<file path="src/hdl/cbz_lerp.sv">
`default_nettype none
// ----------------------------------------------------------------------------
// cbz_lerp
// Two-stage fixed-point interpolation a + floor(t*(b-a) / 2^T_FRAC_BITS).
// The first stage forms the difference and the product, the second adds.
// ----------------------------------------------------------------------------
module cbz_lerp #(
	parameter int COORD_WIDTH = 32,
	parameter int T_FRAC_BITS = 16
) (
	input  logic                   clk,
	input  logic                   en,
	input  logic [COORD_WIDTH-1:0] a,
	input  logic [COORD_WIDTH-1:0] b,
	input  logic [T_FRAC_BITS:0]   t,
	output logic [COORD_WIDTH-1:0] y
);

	localparam int PW = COORD_WIDTH + T_FRAC_BITS + 3;

	logic signed [COORD_WIDTH:0]   diff;
	logic signed [T_FRAC_BITS+1:0] t_ext;
	logic signed [PW-1:0]          prod;
	logic signed [PW-1:0]          prod_s1;
	logic [COORD_WIDTH-1:0]        a_s1;
	logic [COORD_WIDTH-1:0]        y_s2;

	assign diff  = {b[COORD_WIDTH-1], b} - {a[COORD_WIDTH-1], a};
	assign t_ext = {1'b0, t};
	assign prod  = diff * t_ext;

	always_ff @(posedge clk) begin
		if (en) begin
			prod_s1 <= prod;
			a_s1    <= a;
			y_s2    <= a_s1 + prod_s1[T_FRAC_BITS+COORD_WIDTH-1:T_FRAC_BITS];
		end
	end

	assign y = y_s2;

endmodule
`default_nettype wire

</file>
<file path="config.mk">
export PLATFORM = sky130hd
export DESIGN_NAME = cbz_lerp
export DESIGN_NICKNAME = d
export VERILOG_FILES = /design/src/hdl/cbz_lerp.sv
export SDC_FILE = /design/constraint.sdc
export NUM_CORES = 2
export LEC_CHECK = 0
export ABC_AREA = 1
export BUFFER_PORTS_ARGS = -buffer_cell sky130_fd_sc_hd__buf_2
export CAP_MARGIN = 15
export CORE_MARGIN = 5
export CORE_UTILIZATION = 55
export DETAILED_ROUTE_END_ITERATION = 6
export PLACE_DENSITY = 0.69
export SLEW_MARGIN = 25
export SYNTH_ARGS = -nofsm -noshare
export SYNTH_HDL_FRONTEND = slang
export SYNTH_SLANG_ARGS = --single-unit
</file>
<file path="constraint.sdc">
create_clock -name clk -period 9.2 [get_ports clk]
set_input_delay 1.84 -clock clk [delete_from_list [all_inputs] [get_ports clk]]
set_output_delay 1.84 -clock clk [all_outputs]
set_load 0.02 [all_outputs]
</file>
## Word level (Yosys, flattened, before mapping)

Index checks and enable logic that the tools add are counted.

| word-level totals | value |
|---|---|
| flip-flop bits (word level) | 112 |
| output and inout port bits | 32 |

| operators by class | value |
|---|---|
| $add $sub $neg | 2 |
| multipliers | 1 |

Operator list:

| cell | count |
|---|---|
| multiplier 33 x 18 -> 48 bit | 1 |
| subtractor 32 x 32 -> 33 bit | 1 |
| adder 32 bit | 1 |

## Longest topological paths before layout

| depth | value |
|---|---|
| word-level depth | 2 |
| depth in mapped cells | 41 |
| depth with buffers taken out | 40 |

## Least setup slack after synthesis

No wires, ideal clock.

| timing | value |
|---|---|
| path kind | input to register |
| from | input b[0] |
| to | register prod_s1[46] (data pin) |
| library setup time | 0.259 ns |
| data arrival time | 8.267 ns |
| required time | 8.941 ns |
| setup slack | 0.675 ns |
| stages | 35 |
| cell sequence | inv_1 -> ha_1 -> fa_1 -> inv_1 -> nand2_1 -> nand2_1 -> nand3_1 -> nand2_1 -> nand2_1 -> nand2_2 -> nand2_1 -> nand3_1 -> nand2_1 -> buf_2 -> nor2_1 -> inv_1 -> fa_1 -> inv_1 -> fa_1 -> fa_1 -> fa_1 -> fa_1 -> inv_1 -> fa_1 -> inv_1 -> ha_1 -> nand2_1 -> nor2_1 -> inv_1 -> nor4_1 -> nand3_1 -> nand3_1 -> nand2_1 -> nand3_1 -> xor2_1 |

| between the ends | value |
|---|---|
| cells in the longest elaborated chain, start to end | 2 |

RTL lines:

| what | RTL line | source |
|---|---|---|
| from (decl) | 14 | `input logic [COORD_WIDTH-1:0] b,` |
| subtractor 32 x 32 -> 33 bit | 28 | `assign diff = {b[COORD_WIDTH-1], b} - {a[COORD_WIDTH-1], a};` |
| multiplier 33 x 18 -> 48 bit | 30 | `assign prod = diff * t_ext;` |
| net prod[46] | 23 | `logic signed [PW-1:0] prod;` |
| to (signal assigned) | 34 | `prod_s1 <= prod;` |
| to (decl) | 24 | `logic signed [PW-1:0] prod_s1;` |

The timed path passes the listed nets, and every way through them passes these cells.
A chain may end at the register's enable or synchronous reset.

## Final worst setup path

| timing | value |
|---|---|
| from | input a[0] |
| to | register prod_s1[42] (data pin) |

| between the ends | value |
|---|---|
| cells in the longest elaborated chain, start to end | 2 |

RTL lines:

| what | RTL line | source |
|---|---|---|
| from (decl) | 13 | `input logic [COORD_WIDTH-1:0] a,` |
| subtractor 32 x 32 -> 33 bit | 28 |  |
| multiplier 33 x 18 -> 48 bit | 30 |  |
| net prod[42] | 23 |  |

The timed path passes the listed nets, and every way through them passes these cells.

==> impl_metrics.py <==
metrics = {
    "logic_synthesis": {
        "synth_edf_count": 96,
        "syn_area_per_cell_um2": 8.11,
        "syn_area_um2": 25500,
        "synth_ff_type": "edfxtp_1",
        "syn_inst": 3141,
        "ys_ff_latch": 96,
        "netlist_top_cells_area": "fa_1, inv_1, edfxtp_1, ha_1, nand2_1",
        "synth_cell_types": 44,
        "async_reset_ff_share_pct": 0,
        "syn-num-nets": 3913,
        "yosysSeqAreaShare_pct": 11.3,
        "ys_warn_count": 0,
        "synth.top_cell.area_share_pct": 40.5,
        "synth_top_cell_by_area": "fa_1",
    },
    "global_route": {
        "grt_pass1_vias": 23752,
        "grt_max_degree": 83,
        "grt_first_pass_wirelength_um": 128000,
        "grtUsageTotal_pct": 32.9,
        "globalRouteOverflowTotal": 0,
        "antenna_found_initial": 0,
    },
    "sta": {
        "finalSetupViolCount": 0,
        "fmax_mhz": 113,
        "relSlewSlack_pct": 31.7,
        "post-route-period-util_pct": 96.4,
        "hold_violations": 0,
        "worst_pin_slew_ns": 1.02,
        "fin_skew_ns": 0.00977,
        "finalMaxSlewViolations": 0,
        "finalWorstSetupSlack_ns": 0.332,
        "min_period_ns": 8.87,
        "rsz0062_at_grt": "true",
    },
    "worst_setup_path": {
        "start_kind": "input pin",
        "cpMostUsedCell": "fa_1",
        "cp_max_fo": 5,
        "timing.rr.end": "y[26]$_DFFE_PP_",
        "worst-setup-path-type": "in2reg",
        "crit_arrival_ns": 8.98,
        "rrSetupSlack_ns": 6.18,
        "cpMaxStageDelayCell": "fa_1",
        "reg2reg_depth": 11,
        "slowest_delay_ns": 0.58,
        "crit_path_end_kind": "flip-flop",
        "cp.required_ns": 9.31,
        "reg2reg_from": "a_s1[0]$_DFFE_PP_",
    },
    "routing": {
        "wire_per_inst_um": 20.0,
        "drt-total-wl_um": 82800,
        "dr.first_iter.drc_count": 1714,
        "firstDrtPassIters": 6,
        "vias_per_cell": 5.37,
        "dr_total_vias": 22175,
        "final_antenna_net_count": 0,
        "route.detailed.drc": 0,
    },
    "floorplanning": {
        "coreArea_um2": 45600,
        "ios": 115,
        "rows": 78,
        "initial_utilization_pct": 55.9,
        "die_w_um": 225,
        "die_h_um": 225,
        "dieArea_um2": 50700,
    },
    "place": {
        "portBuffers": 114,
        "dp_cells": 4104,
        "dpl_cell_area_um2": 29000,
        "hpwl_um": 71600,
        "place_ws_ns": -0.566,
        "gp_congestion": 1.02,
    },
    "final_layout": {
        "syn2layout_area_growth_pct": 16.3,
        "drive_gt1_share_pct": 15.6,
        "final_area_um2": 29600,
        "fin_util_pct": 65.0,
        "n_antenna_cell": 0,
        "fin_cells": 4132,
        "fin_nets": 4299,
    },
    "flow_run": {
        "drv_cap": 0,
    },
    "clock_tree": {
        "clock_latency_ns": 0.36,
        "clock_sinks": 96,
        "cts-root-buf": "clkbuf_16",
        "clk_pin_slew_ns": 0.07,
        "cts_tree": "yes",
        "numCtsBuffers": 9,
        "postCtsHoldBufs": 0,
        "clk_path_buf_depth": 2,
        "cts_max_level": 3,
    },
    "run_status": {
        "outcome": "complete, no violations",
    },
    "hold_path": {
        "hold_class": "reg2reg",
        "hold_path_end": "y[0]$_DFFE_PP_",
        "min_from": "a_s1[0]$_DFFE_PP_",
        "whs_path_depth": 1,
    },
}
-- logic make-up after synthesis --
kind of cell             Yosys count  synth area share (%)
buffers and inverters            900                  13.3
AND/OR/NAND/NOR                 1126                  17.8
XOR/XNOR                          80                  2.90
adder cells (fa/ha/maj)          689                  49.0
flip-flops                        96                  11.3
AO/OA/AOI/OAI                    250                  5.61
-- metal layers --
| metal | wire length [um] | vias to the layer above | GRT usage [%] |
|---|---|---|---|
| li1 | - | 10045 | - |
| met1 | 32700 | 10892 | 43.9 |
| met2 | 38600 | 1081 | 54.4 |
| met3 | 8670 | 157 | 7.20 |
| met4 | 2860 | 0 | 10.3 |
| met5 | 0 | - | 0 |
-- through the flow --
stage / setup TNS (ns) / hold slack (ns)
4_1_cts: 0 / 0.571
2_1_floorplan: 0 / 0.513
3_3_place_gp: -3.01 / 0.530
5_1_grt: -0.0484 / 0.596
6_report: 0 / 0.560
3_5_place_dp: -4.56 / 0.562
-- worst max-delay path by stage --
stage | start | endpoint
after floorplan | b[0] | prod_s1[46]$_DFFE_PP_
after global placement | a[6] | prod_s1[39]$_DFFE_PP_
after detailed placement | a[6] | prod_s1[39]$_DFFE_PP_
after CTS | a[0] | prod_s1[39]$_DFFE_PP_
after global routing | a[5] | prod_s1[43]$_DFFE_PP_
final | a[0] | prod_s1[42]$_DFFE_PP_
-- layout make-up --
cell class | instances | area, um^2
clock inverters | 7 | 93.8
fillers | 3974 | 15900
repair buffers | 451 | 3220
inverters | 824 | 3100
clock buffers | 9 | 225
well taps | 600 | 751
multi-input cells | 2145 | 19400
flip-flops and latches | 96 | 2880
-- synth_stat cells, types with 5 or more instances --
cell,instances
xnor2_1,31
nand2_1,530
or2_2,34
nand4_1,7
a211oi_1,5
clkbuf_1,60
nand3_1,90
a31oi_1,14
a21oi_1,112
inv_1,817
o21ai_0,62
a21boi_0,7
ha_1,173
clkinv_1,5
or2_1,5
o21bai_1,10
edfxtp_1,96
o21a_1,7
nor3_1,23
buf_2,12
a21o_1,18
xor2_1,44
nor2_1,420
nor4_1,5
fa_1,516
-- state kept, by name, indices dropped and copies added (netlist names) --
register / flops
prod_s1: 32
y: 32
a_s1: 32
-- cells in the final DEF, fill, tap and decap left out, types with 4 or more instances in the layout --
cell,n
xor2_1,42
nor2_1,413
buf_12,9
o21ai_0,60
or2_1,5
xnor2_1,31
a21boi_0,7
clkbuf_16,9
a31oi_1,13
clkinv_1,7
nand4_1,7
edfxtp_1,96
nand3_1,88
nand2_2,6
nand2_1,523
nor3_1,23
xor2_2,4
ha_1,169
fa_1,514
a21oi_1,107
buf_2,113
or2_2,34
o21bai_1,10
a21oi_2,5
inv_1,814
o21a_1,7
a21o_1,18
buf_4,328
o21ai_2,4
nor4_1,4
nor2_2,6
-- repair_timing --
item / in CTS / in global routing
pin swaps: 0 / 10
resized for setup: 4 / 43
buffers inserted: 0 / 12
gates cloned: 0 / 0
endpoints found under the setup margin: 4 / 27
-- worst max-delay path: cells and delay by family --
kind / cells / cell delay, ns
fa+ha+maj: 9 / 3.98
compound gates: 3 / 0.52
buf+inv: 9 / 1.13
simple gates: 11 / 1.29
xor+xnor: 2 / 0.19
Power is not shown: default switching activity piles up to over one toggle a cycle in this logic, so the estimate is an artifact.
